`src/rtl/gffp_pkg.sv`:
```
// Shared types, codes and constants of the grid first-fit placer.
package gffp_pkg;

    // Default grid capacity.
    localparam int MAX_COLUMNS_DEF = 16;
    localparam int MAX_ROWS_DEF    = 16;

    // Field widths.
    localparam int SIZE_W      = 5;
    localparam int POS_W       = 4;
    localparam int OP_W        = 2;
    localparam int CFG_ADDR_W  = 1;
    localparam int CFG_DATA_W  = 5;
    localparam int IN_TDATA_W  = 24;
    localparam int OUT_TDATA_W = 8;

    // Internal coordinate and sum width; holds every column, row and end value.
    localparam int COORD_W = 7;

    // Reset value of both grid size registers.
    localparam logic [CFG_DATA_W-1:0] GRID_RESET = 5'd16;

    typedef enum logic [OP_W-1:0] {
        OP_PLACE   = 2'd0,
        OP_MARK    = 2'd1,
        OP_RELEASE = 2'd2
    } t_op;

    typedef enum logic [CFG_ADDR_W-1:0] {
        CFG_GRID_WIDTH  = 1'b0,
        CFG_GRID_HEIGHT = 1'b1
    } t_cfg_idx;

    typedef enum logic [2:0] {
        ST_IDLE,
        ST_CHECK,
        ST_ACC,
        ST_SCAN,
        ST_WR_RD,
        ST_WR_WR,
        ST_FIN
    } t_state;

    typedef struct packed {
        logic load_item;
        logic setup_place;
        logic setup_mark;
        logic acc_step;
        logic x_next;
        logic y_next;
        logic wr_begin;
        logic wr_read;
        logic wr_write;
        logic out_load;
        logic res_found;
    } t_dp_cmd;

    typedef struct packed {
        t_op  op;
        logic bad_place;
        logic acc_done;
        logic fits;
        logic last_x;
        logic last_y;
        logic wr_more;
        logic out_free;
    } t_dp_stat;

endpackage

```
`src/rtl/gffp_ram.sv`:
```
// Generic single-write, single-read RAM with registered read data.
module gffp_ram #(
    parameter int WIDTH = 16,
    parameter int DEPTH = 16
) (
    input  logic                             i_clk,
    input  logic                             i_we,
    input  logic [$clog2(DEPTH)-1:0]         i_waddr,
    input  logic [WIDTH-1:0]                 i_wdata,
    input  logic                             i_re,
    input  logic [$clog2(DEPTH)-1:0]         i_raddr,
    output logic [WIDTH-1:0]                 o_rdata
);

    logic [WIDTH-1:0] r_mem [DEPTH];

    always_ff @(posedge i_clk) begin
        if (i_we) begin
            r_mem[i_waddr] <= i_wdata;
        end
        if (i_re) begin
            o_rdata <= r_mem[i_raddr];
        end
    end

endmodule

```
`src/rtl/gffp_ctrl.sv`:
```
// Sequencer of the placer: request intake, row gather, column scan, row update, result.
module gffp_ctrl (
    input  logic               i_clk,
    input  logic               i_rst_n,
    input  logic               i_in_tvalid,
    output logic               o_in_tready,
    input  gffp_pkg::t_dp_stat i_stat,
    output gffp_pkg::t_dp_cmd  o_cmd
);

    gffp_pkg::t_state r_state, n_state;
    logic             r_hit, n_hit;

    always_ff @(posedge i_clk) begin
        if (!i_rst_n) begin
            r_state <= gffp_pkg::ST_IDLE;
            r_hit   <= 1'b0;
        end else begin
            r_state <= n_state;
            r_hit   <= n_hit;
        end
    end

    always_comb begin
        n_state     = r_state;
        n_hit       = r_hit;
        o_cmd       = '0;
        o_in_tready = 1'b0;
        case (r_state)
            gffp_pkg::ST_IDLE: begin
                o_in_tready = 1'b1;
                if (i_in_tvalid) begin
                    o_cmd.load_item = 1'b1;
                    n_hit           = 1'b0;
                    n_state         = gffp_pkg::ST_CHECK;
                end
            end
            gffp_pkg::ST_CHECK: begin
                case (i_stat.op)
                    gffp_pkg::OP_PLACE: begin
                        if (i_stat.bad_place) begin
                            n_state = gffp_pkg::ST_FIN;
                        end else begin
                            o_cmd.setup_place = 1'b1;
                            n_state           = gffp_pkg::ST_ACC;
                        end
                    end
                    gffp_pkg::OP_MARK, gffp_pkg::OP_RELEASE: begin
                        o_cmd.setup_mark = 1'b1;
                        n_hit            = 1'b1;
                        n_state          = gffp_pkg::ST_WR_RD;
                    end
                    default: begin
                        n_state = gffp_pkg::ST_FIN;
                    end
                endcase
            end
            gffp_pkg::ST_ACC: begin
                if (i_stat.acc_done) begin
                    n_state = gffp_pkg::ST_SCAN;
                end else begin
                    o_cmd.acc_step = 1'b1;
                end
            end
            gffp_pkg::ST_SCAN: begin
                if (i_stat.fits) begin
                    o_cmd.wr_begin = 1'b1;
                    n_hit          = 1'b1;
                    n_state        = gffp_pkg::ST_WR_RD;
                end else if (i_stat.last_x) begin
                    if (i_stat.last_y) begin
                        n_state = gffp_pkg::ST_FIN;
                    end else begin
                        o_cmd.y_next = 1'b1;
                        n_state      = gffp_pkg::ST_ACC;
                    end
                end else begin
                    o_cmd.x_next = 1'b1;
                end
            end
            gffp_pkg::ST_WR_RD: begin
                if (i_stat.wr_more) begin
                    o_cmd.wr_read = 1'b1;
                    n_state       = gffp_pkg::ST_WR_WR;
                end else begin
                    n_state = gffp_pkg::ST_FIN;
                end
            end
            gffp_pkg::ST_WR_WR: begin
                o_cmd.wr_write = 1'b1;
                n_state        = gffp_pkg::ST_WR_RD;
            end
            gffp_pkg::ST_FIN: begin
                o_cmd.res_found = r_hit;
                if (i_stat.out_free) begin
                    o_cmd.out_load = 1'b1;
                    n_state        = gffp_pkg::ST_IDLE;
                end
            end
            default: begin
                n_state = gffp_pkg::ST_IDLE;
            end
        endcase
    end

endmodule

```
`src/rtl/gffp_dp.sv`:
```
// Datapath of the placer: config, request fields, occupancy store, scan counters, result word.
module gffp_dp #(
    parameter int MAX_COLUMNS = gffp_pkg::MAX_COLUMNS_DEF,
    parameter int MAX_ROWS    = gffp_pkg::MAX_ROWS_DEF
) (
    input  logic                                i_clk,
    input  logic                                i_rst_n,
    input  logic                                i_cfg_we,
    input  logic [gffp_pkg::CFG_ADDR_W-1:0]     i_cfg_addr,
    input  logic [gffp_pkg::CFG_DATA_W-1:0]     i_cfg_data,
    input  logic [gffp_pkg::OP_W-1:0]           i_in_tuser,
    input  logic [gffp_pkg::IN_TDATA_W-1:0]     i_in_tdata,
    input  gffp_pkg::t_dp_cmd                   i_cmd,
    output gffp_pkg::t_dp_stat                  o_stat,
    output logic                                o_out_tvalid,
    input  logic                                i_out_tready,
    output logic [0:0]                          o_out_tuser,
    output logic [gffp_pkg::OUT_TDATA_W-1:0]    o_out_tdata
);

    localparam int CW = gffp_pkg::COORD_W;
    localparam int SW = gffp_pkg::SIZE_W;
    localparam int PW = gffp_pkg::POS_W;
    localparam int AW = (MAX_ROWS > 1) ? $clog2(MAX_ROWS) : 1;

    logic [SW-1:0]          r_grid_w, r_grid_h;
    gffp_pkg::t_op          r_op;
    logic [SW-1:0]          r_w, r_h;
    logic [PW-1:0]          r_cx, r_cy;
    logic [CW-1:0]          r_x, r_y, r_r;
    logic [MAX_COLUMNS-1:0] r_acc;
    logic                   r_pend;
    logic                   r_rd_valid;
    logic [MAX_ROWS-1:0]    r_row_valid;
    logic                   r_out_valid, r_out_found;
    logic [PW-1:0]          r_out_x, r_out_y;

    logic [CW-1:0]          eff_cols, eff_rows, x_end, y_end;
    logic [MAX_COLUMNS-1:0] span, rd_data, rd_eff, wr_data;
    logic                   acc_issue, rd_en, set_bits;
    logic [AW-1:0]          row_addr;

    // Clip the grid registers to the storage capacity.
    assign eff_cols = (CW'(r_grid_w) > CW'(MAX_COLUMNS)) ? CW'(MAX_COLUMNS) : CW'(r_grid_w);
    assign eff_rows = (CW'(r_grid_h) > CW'(MAX_ROWS))    ? CW'(MAX_ROWS)    : CW'(r_grid_h);

    assign x_end = r_x + CW'(r_w);
    assign y_end = r_y + CW'(r_h);

    always_comb begin
        for (int c = 0; c < MAX_COLUMNS; c++) begin
            span[c] = (CW'(c) >= r_x) && (CW'(c) < x_end) && (CW'(c) < eff_cols);
        end
    end

    assign acc_issue = i_cmd.acc_step && (r_r < y_end);
    assign rd_en     = acc_issue || i_cmd.wr_read;
    assign row_addr  = r_r[AW-1:0];
    assign rd_eff    = r_rd_valid ? rd_data : '0;
    assign set_bits  = (r_op != gffp_pkg::OP_RELEASE);
    assign wr_data   = set_bits ? (rd_eff | span) : (rd_eff & ~span);

    gffp_ram #(
        .WIDTH (MAX_COLUMNS),
        .DEPTH (MAX_ROWS)
    ) u_rows (
        .i_clk   (i_clk),
        .i_we    (i_cmd.wr_write),
        .i_waddr (row_addr),
        .i_wdata (wr_data),
        .i_re    (rd_en),
        .i_raddr (row_addr),
        .o_rdata (rd_data)
    );

    // Config registers.
    always_ff @(posedge i_clk) begin
        if (!i_rst_n) begin
            r_grid_w <= gffp_pkg::GRID_RESET;
            r_grid_h <= gffp_pkg::GRID_RESET;
        end else if (i_cfg_we) begin
            case (gffp_pkg::t_cfg_idx'(i_cfg_addr))
                gffp_pkg::CFG_GRID_WIDTH:  r_grid_w <= i_cfg_data;
                gffp_pkg::CFG_GRID_HEIGHT: r_grid_h <= i_cfg_data;
                default: ;
            endcase
        end
    end

    // Request fields.
    always_ff @(posedge i_clk) begin
        if (i_cmd.load_item) begin
            r_op <= gffp_pkg::t_op'(i_in_tuser);
            r_w  <= i_in_tdata[4:0];
            r_h  <= i_in_tdata[9:5];
            r_cx <= i_in_tdata[13:10];
            r_cy <= i_in_tdata[17:14];
        end
    end

    // Scan counters and row gather.
    always_ff @(posedge i_clk) begin
        if (!i_rst_n) begin
            r_pend <= 1'b0;
        end else if (i_cmd.setup_place || i_cmd.y_next) begin
            r_pend <= 1'b0;
        end else if (i_cmd.acc_step) begin
            r_pend <= acc_issue;
        end
    end

    always_ff @(posedge i_clk) begin
        if (i_cmd.setup_place) begin
            r_x   <= '0;
            r_y   <= '0;
            r_r   <= '0;
            r_acc <= '0;
        end else if (i_cmd.setup_mark) begin
            r_x <= CW'(r_cx);
            r_y <= CW'(r_cy);
            r_r <= CW'(r_cy);
        end else if (i_cmd.y_next) begin
            r_x   <= '0;
            r_y   <= r_y + CW'(1);
            r_r   <= r_y + CW'(1);
            r_acc <= '0;
        end else if (i_cmd.x_next) begin
            r_x <= r_x + CW'(1);
        end else if (i_cmd.wr_begin) begin
            r_r <= r_y;
        end else if (i_cmd.wr_write) begin
            r_r <= r_r + CW'(1);
        end else if (i_cmd.acc_step) begin
            if (acc_issue) begin
                r_r <= r_r + CW'(1);
            end
            if (r_pend) begin
                r_acc <= r_acc | rd_eff;
            end
        end
    end

    always_ff @(posedge i_clk) begin
        if (rd_en) begin
            r_rd_valid <= r_row_valid[row_addr];
        end
    end

    // A row never written reads as all free.
    always_ff @(posedge i_clk) begin
        if (!i_rst_n) begin
            r_row_valid <= '0;
        end else if (i_cmd.wr_write) begin
            r_row_valid[row_addr] <= 1'b1;
        end
    end

    // Result word.
    always_ff @(posedge i_clk) begin
        if (!i_rst_n) begin
            r_out_valid <= 1'b0;
        end else if (i_cmd.out_load) begin
            r_out_valid <= 1'b1;
        end else if (i_out_tready) begin
            r_out_valid <= 1'b0;
        end
    end

    always_ff @(posedge i_clk) begin
        if (i_cmd.out_load) begin
            r_out_found <= i_cmd.res_found;
            r_out_x     <= i_cmd.res_found ? r_x[PW-1:0] : '0;
            r_out_y     <= i_cmd.res_found ? r_y[PW-1:0] : '0;
        end
    end

    assign o_out_tvalid = r_out_valid;
    assign o_out_tuser  = r_out_found;
    assign o_out_tdata  = {r_out_y, r_out_x};

    assign o_stat.op        = r_op;
    assign o_stat.bad_place = (eff_cols == '0) || (eff_rows == '0) || (r_w == '0)
                           || (r_h == '0) || (CW'(r_w) > eff_cols) || (CW'(r_h) > eff_rows);
    assign o_stat.acc_done  = !(r_r < y_end) && !r_pend;
    assign o_stat.fits      = ((r_acc & span) == '0);
    assign o_stat.last_x    = (x_end >= eff_cols);
    assign o_stat.last_y    = (y_end >= eff_rows);
    assign o_stat.wr_more   = (r_r < y_end) && (r_r < eff_rows);
    assign o_stat.out_free  = !r_out_valid || i_out_tready;

`ifndef ASSERT_OFF
    ap_write_in_grid: assert property (@(posedge i_clk) disable iff (!i_rst_n)
        i_cmd.wr_write |-> (r_r < eff_rows))
        else $error("row write outside grid in use");

    ap_load_when_free: assert property (@(posedge i_clk) disable iff (!i_rst_n)
        i_cmd.out_load |-> (!r_out_valid || i_out_tready))
        else $error("result overwritten before taken");

    ap_gather_alone: assert property (@(posedge i_clk) disable iff (!i_rst_n)
        i_cmd.acc_step |-> !(i_cmd.wr_read || i_cmd.wr_write))
        else $error("row gather overlaps row update");

    ap_miss_zero_pos: assert property (@(posedge i_clk) disable iff (!i_rst_n)
        (r_out_valid && !r_out_found) |-> (r_out_x == '0 && r_out_y == '0))
        else $error("not-found result carries a position");
`endif

endmodule

```
`src/rtl/grid_first_fit_placer.sv`:
```
// Top level of the grid first-fit placer: controller plus datapath.
//
// Keeps a one-bit-per-cell occupancy map of a grid of up to MAX_COLUMNS by
// MAX_ROWS cells; grid_width and grid_height (config index 0 and 1) pick the
// part in use. Write config only while idle.
// Input words: s_axis_tuser = op (place, mark, release); s_axis_tdata =
// item width, item height, cell x, cell y. Output words: m_axis_tuser = found;
// m_axis_tdata = pos x, pos y. One output word per input word, in order.
// A mark or release reads and rewrites every row it touches before its
// output word. A place gathers, for every candidate row, the h rows that
// start at it through the single RAM read port, then scans the columns
// at one position per cycle, and on a hit does a read-modify-write of each
// of those h rows.
// One word is worked on at a time; s_axis_tready is high only when idle.
// A finished word waits in the output register; if the receiver stalls and
// the register is still full, the next result holds until it drains.
// Reset: grid registers go to 16 by 16 and every cell reads as free at once
// (per-row valid bits), so no clearing pass is needed.
module grid_first_fit_placer #(
    parameter int MAX_COLUMNS = gffp_pkg::MAX_COLUMNS_DEF,
    parameter int MAX_ROWS    = gffp_pkg::MAX_ROWS_DEF
) (
    input  logic                                i_clk,
    input  logic                                i_rst_n,
    // config write port
    input  logic                                i_cfg_we,
    input  logic [gffp_pkg::CFG_ADDR_W-1:0]     i_cfg_addr,
    input  logic [gffp_pkg::CFG_DATA_W-1:0]     i_cfg_data,
    // request stream
    input  logic                                s_axis_tvalid,
    output logic                                s_axis_tready,
    input  logic [gffp_pkg::IN_TDATA_W-1:0]     s_axis_tdata,  // item_width[4:0], item_height[9:5],
                                                               // cell_x[13:10], cell_y[17:14], zero
    input  logic [gffp_pkg::OP_W-1:0]           s_axis_tuser,  // op[1:0]
    // result stream
    output logic                                m_axis_tvalid,
    input  logic                                m_axis_tready,
    output logic [gffp_pkg::OUT_TDATA_W-1:0]    m_axis_tdata,  // pos_x[3:0], pos_y[7:4]
    output logic [0:0]                          m_axis_tuser   // found[0]
);

    gffp_pkg::t_dp_cmd  cmd;
    gffp_pkg::t_dp_stat stat;

    // Sequence each request through intake, search and update.
    gffp_ctrl u_ctrl (
        .i_clk       (i_clk),
        .i_rst_n     (i_rst_n),
        .i_in_tvalid (s_axis_tvalid),
        .o_in_tready (s_axis_tready),
        .i_stat      (stat),
        .o_cmd       (cmd)
    );

    // Hold config, occupancy rows, counters and the output register.
    gffp_dp #(
        .MAX_COLUMNS (MAX_COLUMNS),
        .MAX_ROWS    (MAX_ROWS)
    ) u_dp (
        .i_clk        (i_clk),
        .i_rst_n      (i_rst_n),
        .i_cfg_we     (i_cfg_we),
        .i_cfg_addr   (i_cfg_addr),
        .i_cfg_data   (i_cfg_data),
        .i_in_tuser   (s_axis_tuser),
        .i_in_tdata   (s_axis_tdata),
        .i_cmd        (cmd),
        .o_stat       (stat),
        .o_out_tvalid (m_axis_tvalid),
        .i_out_tready (m_axis_tready),
        .o_out_tuser  (m_axis_tuser),
        .o_out_tdata  (m_axis_tdata)
    );

endmodule
```
`config.mk`:
```
export PLATFORM = sky130hd
export DESIGN_NAME = grid_first_fit_placer
export DESIGN_NICKNAME = d
export VERILOG_FILES = /design/src/rtl/gffp_pkg.sv /design/src/rtl/gffp_ram.sv /design/src/rtl/gffp_ctrl.sv /design/src/rtl/gffp_dp.sv /design/src/rtl/grid_first_fit_placer.sv
export SDC_FILE = /design/constraint.sdc
export NUM_CORES = 1
export LEC_CHECK = 0
export ABC_AREA = 1
export BUFFER_PORTS_ARGS = -buffer_cell sky130_fd_sc_hd__buf_2
export CORE_UTILIZATION = 50
export DETAILED_ROUTE_END_ITERATION = 7
export PLACE_DENSITY = 0.69
export SLEW_MARGIN = 25
export SYNTH_ARGS = -nofsm -noshare
export SYNTH_HDL_FRONTEND = slang
export SYNTH_SLANG_ARGS = --single-unit
```
`constraint.sdc`:
```
create_clock -name i_clk -period 3.44 [get_ports i_clk]
set_clock_uncertainty 0.1 [all_clocks]
set_input_delay 0.344 -clock i_clk [delete_from_list [all_inputs] [get_ports i_clk]]
set_output_delay 0.344 -clock i_clk [all_outputs]
set_load 0.005 [all_outputs]
```
# --- Word-level counts from Yosys, hierarchy flattened ---
# Memory sizes are Yosys's and may differ from the RTL's. A register that Yosys moved wholly into a read port is not among the register bits.
# Index checks and enable logic that the tools add are counted.
totals:
  register_bits: 99
  mem_bits_rw: 256
  in_bits: 37
  output_inout_bits: 11
  elab_cells: 254
  mem_count: 1
op_classes:
  addsub: 5
  order_cmp: 58
  eq_ne: 19
  muxes: 64
  bitwise: 9
  reduce_logical: 75
memory_table:
  columns: ["name", "words", "word_bits", "read_ports", "rd_ports_with_merged_regs", "wr", "line_no", "rtl"]
  rows:
  - ["u_dp.u_rows.r_mem", 16, 16, 1, 1, 1, "gffp_ram.sv:15", "logic [WIDTH-1:0] r_mem [DEPTH];"]
op_table:
  columns: ["cell", "n"]
  rows:
  - ["2-to-1 mux 16 bit", 8]
  - ["< comparator 4 x 7 -> 1 bit (first input constant)", 16]
  - [">= comparator 4 x 7 -> 1 bit (first input constant)", 8]
  - ["< comparator 3 x 7 -> 1 bit (first input constant)", 8]
  - ["bitwise OR 16 bit", 3]
  - ["2-to-1 mux 7 bit", 6]
  - ["logical AND 1 bit", 36]
  - ["bitwise AND 16 bit", 2]
  - [">= comparator 3 x 7 -> 1 bit (first input constant)", 4]
  - ["< comparator 1 x 7 -> 1 bit (first input constant)", 4]
  - ["< comparator 2 x 7 -> 1 bit (first input constant)", 4]
  - ["2-to-1 mux 1 bit", 25]
  - ["2-to-1 mux 3 bit", 8]
  - ["2-to-1 mux 4 bit", 6]
  - ["adder 7 x 1 -> 7 bit (second input constant)", 3]
  - ["case mux 3 bit (7 select lines)", 1]
  - ["zero test 16 bit", 1]
  - ["NOT 16 bit", 1]
  - ["adder 7 x 5 -> 7 bit", 2]
  - [">= comparator 1 x 7 -> 1 bit (first input constant)", 2]
  - [">= comparator 2 x 7 -> 1 bit (first input constant)", 2]
  - [">= comparator 7 bit", 2]
  - ["greater-than comparator 5 x 7 -> 1 bit", 2]
  - ["zero test 7 bit", 2]
  - ["35 further kinds", 74]

# --- Longest topological paths before layout ---
# Gate-level depths: netlist of the first run.
logic_depth:
  word_depth: 14
  depth_mapped: 24
  ltp_nobuf: 23

# --- Hierarchy ---
# A second synthesis of the first run with hierarchy kept.
unflattened:
  hier_cells: 1979
  hier_area_um2: 18023.5
by_module_without_submodules:
  columns: ["module", "n_inst", "cells_each", "area_each_um2", "seq_area_each_um2"]
  rows:
  - ["gffp_ram", 1, 1074, 11541.1, 8167.8]
  - ["gffp_dp", 1, 823, 6018.3, 2202.1]
  - ["gffp_ctrl", 1, 82, 464.2, 80.1]

# --- Worst setup path before layout of the first run ---
# OpenSTA, ideal clock, no wires.
synth_path:
  path_type: "flip-flop to flip-flop"
  startpoint: "reg u_dp.r_h[0]"
  endpoint: "reg u_dp.r_rd_valid (enable)"
  setup_time_ps: 374
  arrival_ps: 2719
  required_time_ps: 2966
  path_slack_ps: 248
  stages_incl_launch_ff: 15
  n_path_buf: 0
  synth_period_minus_slack_ps: 3192
  cell_sequence: "edfxtp_1 > ha_1 > fa_1 > a21oi_1 > o21ai_0 > a21oi_1 > nor2_1 > xnor2_1 > ha_1 > a21oi_1 > o21a_1 > nand2_1 > nor2_1 > nand2_1 > nand2_1"
synth_via:
  elab_chain_cells: 8
  elab_cells_between_ends: 11
  cone_classes: "add/sub (1); order compare (1); mux (4); reduce/logical (5)"
synth_rtl:
  columns: ["element", "line_no", "rtl"]
  rows:
  - ["start: declaration", "gffp_dp.sv:28", "logic [SW-1:0] r_w, r_h;"]
  - ["start signal: assignment", "gffp_dp.sv:95", "r_h <= i_in_tdata[9:5];"]
  - ["adder 7 x 5 -> 7 bit *", "gffp_dp.sv:48", "assign y_end = r_y + CW'(r_h);"]
  - ["< comparator 7 bit *", "gffp_dp.sv:56, gffp_dp.sv:184, gffp_dp.sv:188", null]
  - ["zero test 1 bit", "gffp_dp.sv:184", "assign o_stat.acc_done = !(r_r < y_end) && !r_pend;"]
  - ["logical AND 1 bit", "gffp_dp.sv:184", null]
  - ["2-to-1 mux 1 bit", "gffp_ctrl.sv:59", "if (i_stat.acc_done) begin"]
  - ["2-to-1 mux 1 bit", "gffp_ctrl.sv:29", "case (r_state)"]
  - ["logical AND 1 bit", "gffp_dp.sv:56", "assign acc_issue = i_cmd.acc_step && (r_r < y_end);"]
  - ["logical OR 1 bit *", "gffp_dp.sv:57", "assign rd_en = acc_issue || i_cmd.wr_read;"]
  - ["via u_dp.rd_en", "gffp_dp.sv:40", "logic acc_issue, rd_en, set_bits;"]
  - ["end signal: assignment", "gffp_dp.sv:145", "r_rd_valid <= r_row_valid[row_addr];"]
  - ["end: declaration", "gffp_dp.sv:33", "logic r_rd_valid;"]
# Mark *: on every way through the listed nets, which the timed path passes. The rest lies on a longest branch.
# A chain may end at the register's enable or synchronous reset.

# --- Worst setup path in the final report of the first run ---
layout_path:
  startpoint: "reg u_dp.r_h[0]"
  endpoint: "reg u_dp.r_x[3]"
layout_via:
  elab_chain_cells: 8
  elab_cells_between_ends: 17
  cone_classes: "add/sub (1); order compare (2); mux (9); reduce/logical (5)"
layout_rtl:
  columns: ["element", "line_no", "rtl"]
  rows:
  - ["adder 7 x 5 -> 7 bit", "gffp_dp.sv:48", null]
  - [">= comparator 7 bit", "gffp_dp.sv:187", "assign o_stat.last_y = (y_end >= eff_rows);"]
  - ["2-to-1 mux 1 bit", "gffp_ctrl.sv:71", "if (i_stat.last_y) begin"]
  - ["2-to-1 mux 1 bit", "gffp_ctrl.sv:70", "end else if (i_stat.last_x) begin"]
  - ["2-to-1 mux 2 bit", "gffp_ctrl.sv:66", "if (i_stat.fits) begin"]
  - ["2-to-1 mux 3 bit", "gffp_ctrl.sv:29", null]
  - ["2-to-1 mux 4 bit", "gffp_dp.sv:122", "end else if (i_cmd.y_next) begin"]
  - ["2-to-1 mux 4 bit", "gffp_dp.sv:118", "end else if (i_cmd.setup_mark) begin"]
  - ["end signal: assignment", "gffp_dp.sv:119", "r_x <= CW'(r_cx);"]
  - ["end signal: assignment", "gffp_dp.sv:128", "r_x <= r_x + CW'(1);"]
  - ["end: declaration", "gffp_dp.sv:30", "logic [CW-1:0] r_x, r_y, r_r;"]
# Parallel ways exist; a longest one is shown, timed or not.

==> impl_metrics.toml, run 1 <==
[global_route]
grt_use_total = 0.2525
grt_pass1_wl_microns = 65810
antenna_found_initial = 0
gr-total-overflow = 0
grt_pass1_vias = 12050
grt_max_degree = 89

[synth]
yosys_register_bits = 371
synthFlopType = "edfxtp_1"
yosys-top-cells-area = "edfxtp_1 (54%), dfxtp_1 (8.3%), nor2_1 (6.7%)"
async_flop_share = 0
synth_top_area_share = 0.5431
yosys_warnings = 0
synth.avg_cell_area_sq_um = 10.29
ys_seq_area_frac = 0.6258
synth_edf_count = 302
syn-instance-count = 1623
yosysTopAreaCell = "edfxtp_1"
synth_nets = 1713
ys_types = 45
syn_area_sq_mm = 0.01670

[floorplanning]
die_w_microns = 184.8
core_sq_mm = 0.03270
fp.dieH_microns = 184.8
ios = 48
start_util = 0.5106
dieArea_sq_mm = 0.03413
num_rows = 66

[clock_network]
cts_tree = "done"
cts_sinks = 371
root_buffer = "clkbuf_16"
cts.clk_slew.worst_paths_ns = 0.06
clkLatencyLatePin_ns = 0.55
clk_path_buf_depth = 3
cts_buffers = 40
h-tree-depth = 2

[sta]
relSlewSlack = 0.4558
finalHoldViolations = 0
slew_violations = 0
period_needed_ns = 3.295
setup_viol = 0
setup_tns_ns = 0
max_freq_mhz = 303.5
period_share = 0.9578
rsz0062_at_grt = "yes"
worstMarginPinSlew_ns = 0.8137

[final_layout]
drive_gt1_frac = 0.1623
antennaDiodeCount = 0
seq_area_sq_mm = 0.01046
syn2layout_area_growth_pct = 18.70
fin_nets = 1851
multi_input_area_sq_mm = 0.005782
final_core_util = 0.6061
fillers = 2668

[critical_path]
reg2reg_depth = 17
cp.arrival_ns = 3.61
worstSetupPathType = "flip-flop to flip-flop"
crit_path_start_kind = "flip-flop"
reg2reg_from = "u_dp.r_h[0]$_DFFE_PP_"
r2r_slack_ns = 0.15
reg2reg_to = "u_dp.r_x[3]$_SDFFE_PP0P_"
path_max_fanout = 5
required_ns = 3.76
cp-end-kind = "flip-flop"

[routing]
first_pass_iters = 5
ant_nets = 0
wl_microns = 42920
drc = 0
drt_iter0_drc = 1126
num_vias = 12780
routed_via_density = 5.716
avgRoutedWirePerCell_microns = 19.20

[power]
leakagePower_nw = 7.602
p_per_area_mw_per_mm2 = 1029
irDropWorstVdd_uv = 516.6
seqPwrFrac = 0.343
p_switching_mw = 8.151
p_int_mw = 12.24
p_comb_frac = 0.441
pwr-share-clk = 0.216
switching_share = 0.3997

[min_path]
hold_class = "input port to flip-flop"
whs_path_depth = 3
hp-start = "i_cfg_data[1]"
min_to = "u_dp.r_grid_h[1]$_SDFFE_PN0P_"

[place]
port_buffers = 41
place_congestion = 0.9443
dp_hpwl_microns = 26670

[flow_run]
cap_violations = 0

[status]
status = "finished clean"
## synthesized netlist by cell type (6+ instances only)
cell        n
a21oi_1    64
a31oi_1    12
clkbuf_1   56
dfxtp_1    69
edfxtp_1  302
ha_1       51
inv_1     113
inv_2       6
nand2_1   214
nand2_2     7
nand3_1    50
nand4_1    47
nor2_1    297
nor3_1     13
o21ai_0   181
o22ai_1    70
xor2_1     10
## what timing repair did
| action | CTS | global route |
|---|---|---|
| gates resized for setup | 8 | 37 |
| endpoints found under the hold margin | 25 | 0 |
| gates cloned | 1 | 3 |
| pin swaps | 7 | 21 |
| endpoints found under the setup margin | 34 | 58 |
| buffers inserted | 5 | 12 |
| hold buffers | 24 | 0 |
## stage by stage
stage / worst slack [ns] / cell area (sq um) / total power, mW / hold slack, ns / std cells
final: 0.1450 / 19820 / 20.39 / 0.01736 / 2235
after CTS: 0.009511 / 19540 / 19.92 / 0.007969 / 2220
after floorplan: 0.2480 / 16700 / 12.42 / 0.3337 / 1623
after global routing: -0.05615 / 19820 / 21.58 / 0.02251 / 2235
after detailed placement: -0.1144 / 17840 / 15.31 / 0.3543 / 2116
after global placement: -0.01668 / 17830 / 15.06 / 0.3444 / 2116
## worst max-delay path by stage
stage	startpoint	to	slack [ns]
6_report	u_dp.r_h[0]$_DFFE_PP_	u_dp.r_x[3]$_SDFFE_PP0P_	0.15
5_1_grt	u_dp.r_w[0]$_DFFE_PP_	u_dp.r_r[4]$_SDFFE_PP0P_	-0.06
4_1_cts	u_dp.r_w[0]$_DFFE_PP_	u_dp.r_x[3]$_SDFFE_PP0P_	0.01
3_5_place_dp	u_dp.r_h[0]$_DFFE_PP_	u_dp.r_acc[11]$_SDFFE_PP0P_	-0.11
3_3_place_gp	u_dp.r_h[0]$_DFFE_PP_	u_dp.r_r[0]$_SDFFE_PP0P_	-0.02
2_1_floorplan	u_dp.r_h[0]$_DFFE_PP_	u_dp.r_rd_valid$_DFFE_PP_	0.25
## critical path, cell delays in order, from the launching register on
cell and delay, ns:
edfxtp_1 0.40, ha_2 0.22, fa_2 0.36, a21oi_2 0.15
o21ai_2 0.09, xor2_1 0.26, ha_1 0.31, nand2_1 0.08
nor2_1 0.05, a211oi_2 0.18, nand3_2 0.15, nor2_4 0.17
nand3_2 0.11, nand2_4 0.13, inv_2 0.07, buf_4 0.13
a22oi_1 0.15, nor2_1 0.06
## per-layer routing
metal	global-route usage	part of all wire	vias up
met5	0	0	-
met2	0.4267	0.48	506
met4	0.07967	0.024	0
li1	-	-	6015
met1	0.3392	0.43	6180
met3	0.03122	0.072	74
## layout make-up
class	instances	area share
well taps	442	0.02790
inverters	121	0.02323
repair buffers	156	0.06009
clock buffers	43	0.05107
flip-flops and latches	371	0.5275
clock inverters	31	0.01856
multi-input cells	1071	0.2917
## power by group through the flow
stage	clock network [mW]	logic, mW	registers [mW]
CTS	4.47	8.47	6.98
detailed placement	0	8.24	7.07
global route	4.66	9.89	7.03
finish	4.41	8.99	6.99
floorplan	0	5.42	7.00
global placement	0	8.00	7.07
## cells in the final DEF, fill, tap and decap left out, types with 5 or more instances in the layout
cell type      netlist  final
a21oi_1             64     60
a31oi_1             12      8
buf_2                2     41
buf_4                0     85
bufinv_16            0      6
clkbuf_16            0     41
clkinv_1             1      7
clkinv_2             0     13
dfxtp_1             69     67
dlygate4sd3_1        0     24
edfxtp_1           302    302
ha_1                51     48
inv_1              113    111
inv_2                6      5
nand2_1            214    209
nand2_2              7     10
nand2_4              3      6
nand3_1             50     42
nand3_2              4     11
nand4_1             47     47
nor2_1             297    274
nor2_2               1     22
nor3_1              13      9
nor3_2               1      5
o21ai_0            181    178
o22ai_1             70     70
xor2_1              10     10
## cell families (layout without fill, tap and decap cells)
logic type / Yosys count / after routing / share of synthesized area
AOI/OAI and AO/OA: 354 / 354 / 0.1165
adders and majority gates: 53 / 53 / 0.04061
and+or+nand+nor: 646 / 649 / 0.1653
xor gates and xnor gates: 15 / 15 / 0.007867
DFF: 371 / 371 / 0.6258
buffers and inverters: 184 / 351 / 0.04391
## sequential cells by signal, indices dropped and copies added, names as in the netlist, 2 cells and up
signal,count
u_dp.r_w,5
u_dp.r_op,2
u_dp.r_out_x,4
u_dp.u_rows.o_rdata,16
u_dp.r_cx,4
u_dp.r_grid_w,5
u_dp.r_x,7
u_dp.r_y,7
u_dp.r_acc,16
u_dp.r_out_y,4
u_dp.r_h,5
u_dp.r_row_valid,16
u_ctrl.r_state,3
u_dp.r_cy,4
u_dp.r_grid_h,5
u_dp.r_r,7
u_dp.u_rows.r_mem,256
Note: power is estimated with default switching activity, not from simulation.
==> run 2: changes to the inputs <==
Settings changed: CORE_UTILIZATION 50 to 45, PLACE_DENSITY 0.69 to default.
==> impl_metrics.toml, run 2 (synthesis gave the netlist of run 1 again) <==
[clock_network]
cts_buffers = 40
cts.clk_slew.worst_paths_ns = 0.06
h-tree-depth = 2
clk_path_buf_depth = 3
cts_tree = "done"
cts_sinks = 371
root_buffer = "clkbuf_16"
clkLatencyLatePin_ns = 0.58

[power]
p_per_area_mw_per_mm2 = 1020
power_mw = 20.23
irDropWorstVdd_uv = 579.5
leakagePower_nw = 7.592

[final_layout]
largest_reg_flops = 256
fin_nets = 1856
syn2layout_area_growth_pct = 18.78
top_register = "u_dp.u_rows.r_mem"
antennaDiodeCount = 0
fillers = 3164
drive_gt1_frac = 0.1524
final_cell_mix = "edfxtp_1 (302), nor2_1 (278), nand2_1 (209)"
layout_commonest_cell = "edfxtp_1"
final_cell_area_sq_mm = 0.01983

[floorplanning]
num_rows = 70
fp.dieH_microns = 194.6
start_util = 0.4572
core_sq_mm = 0.03652
ios = 48
die_w_microns = 194.6
dieArea_sq_mm = 0.03788

[flow_run]
cap_violations = 0

[routing]
drt_iter0_drc = 906
num_vias = 12530
met1_length_microns = 19760
top_layer_used = "met4"
first_pass_iters = 5
wl_met3_microns = 2271
routed_via_density = 5.529
wl_microns = 43940
drc = 0
avgRoutedWirePerCell_microns = 19.39
dr_wl_met2_microns = 20640
ant_nets = 0

[sta]
max_freq_mhz = 295.7
setup_viol = 0
period_share = 0.9831
worstMarginPinSlew_ns = 0.8342
setup_tns_ns = 0
finalHoldViolations = 0
holdWs_ns = 0.04806
relSlewSlack = 0.4418
rsz0062_at_grt = "yes"
period_needed_ns = 3.382
slew_violations = 0

[place]
port_buffers = 41
dpl_cell_area_sq_mm = 0.01795
place_congestion = 0.9103
dp_hpwl_microns = 26390

[min_path]
hold_class = "input port to flip-flop"

[critical_path]
cp.arrival_ns = 3.70
path_max_fanout = 8
crit_path_start_kind = "flip-flop"
required_ns = 3.75
worstSetupPathType = "flip-flop to flip-flop"
cp-end-kind = "flip-flop"

[global_route]
grt_pass1_wl_microns = 66180
antenna_found_initial = 0
grt_pass1_vias = 11660
grt_use_total = 0.2283
gr-total-overflow = 0
grt_max_degree = 137

[status]
status = "finished clean"
run 2: power breakdown:
part | total (mW) | internal, mW | switching (mW)
clock | 4.16 | 2.39 | 1.77
combinational | 9.04 | 3.03 | 6.02
sequential | 7.03 | 6.66 | 0.364
total | 20.2 | 12.1 | 8.15
run 2: stage by stage:
stage | instances | setup WS [ns] | util
floorplan | 1623 | 0.2480 | -
global placement | 2142 | 0.03588 | 0.4909
detailed placement | 2142 | -0.02474 | 0.4914
CTS | 2243 | 0.003347 | 0.5341
global route | 2266 | -0.1379 | 0.5431
finish | 2266 | 0.05828 | 0.5431
run 2: area by class of cell:
type                    count  area [sq um]  share of cell area
inverters                 121         459.2             0.02315
clock buffers              53          1081             0.05450
clock inverters            21         205.2             0.01035
repair buffers            161          1304             0.06573
well taps                 468         585.6             0.02952
multi-input cells        1071          5744              0.2896
flip-flops and latches    371         10460              0.5271
run 2: worst max-delay path: stages (launching register included):
cell and delay (ns):
edfxtp_1 0.43, ha_2 0.22, fa_2 0.37, nand2_1 0.10, nand2_2 0.08, nand3_2 0.08, nand3_2 0.11, nand2_4 0.13
buf_12 0.12, nand4_1 0.16, nand3_1 0.12, nand2_1 0.11, nor2_1 0.15, nand2_1 0.11, nor2_4 0.22, buf_4 0.15
nor2_1 0.04, a21oi_1 0.19, nand3_1 0.10, nand2_1 0.08, a21oi_1 0.06
run 2: final timing paths:
| check | startpoint | to | slack, ns | cells after the start |
|---|---|---|---|---|
| worst max-delay path | u_dp.r_w[0]$_DFFE_PP_ | u_ctrl.r_state[1]$_SDFFE_PN0P_ | 0.06 | 20 |
| worst min-delay path | i_rst_n | u_ctrl.r_hit$_SDFFE_PN0P_ | 0.05 | 3 |
| worst max register to register | u_dp.r_w[0]$_DFFE_PP_ | u_ctrl.r_state[1]$_SDFFE_PN0P_ | 0.06 | 20 |
| worst min register to register | u_ctrl.r_hit$_SDFFE_PN0P_ | u_ctrl.r_hit$_SDFFE_PN0P_ | 0.36 | 2 |
run 2: what timing repair did:
action,4_1_cts,5_1_grt
resized for setup,1,32
endpoints found under the setup margin,5,58
pin swaps,0,21
hold buffers,27,0
hold endpoints to repair,29,0
gates cloned,0,4
buffers inserted,0,19
run 2: per-layer routing:
metal	vias to the layer above	GRT usage
met2	377	0.3758
met5	-	0
li1	6030	-
met3	83	0.02985
met1	6039	0.3094
met4	0	0.08319
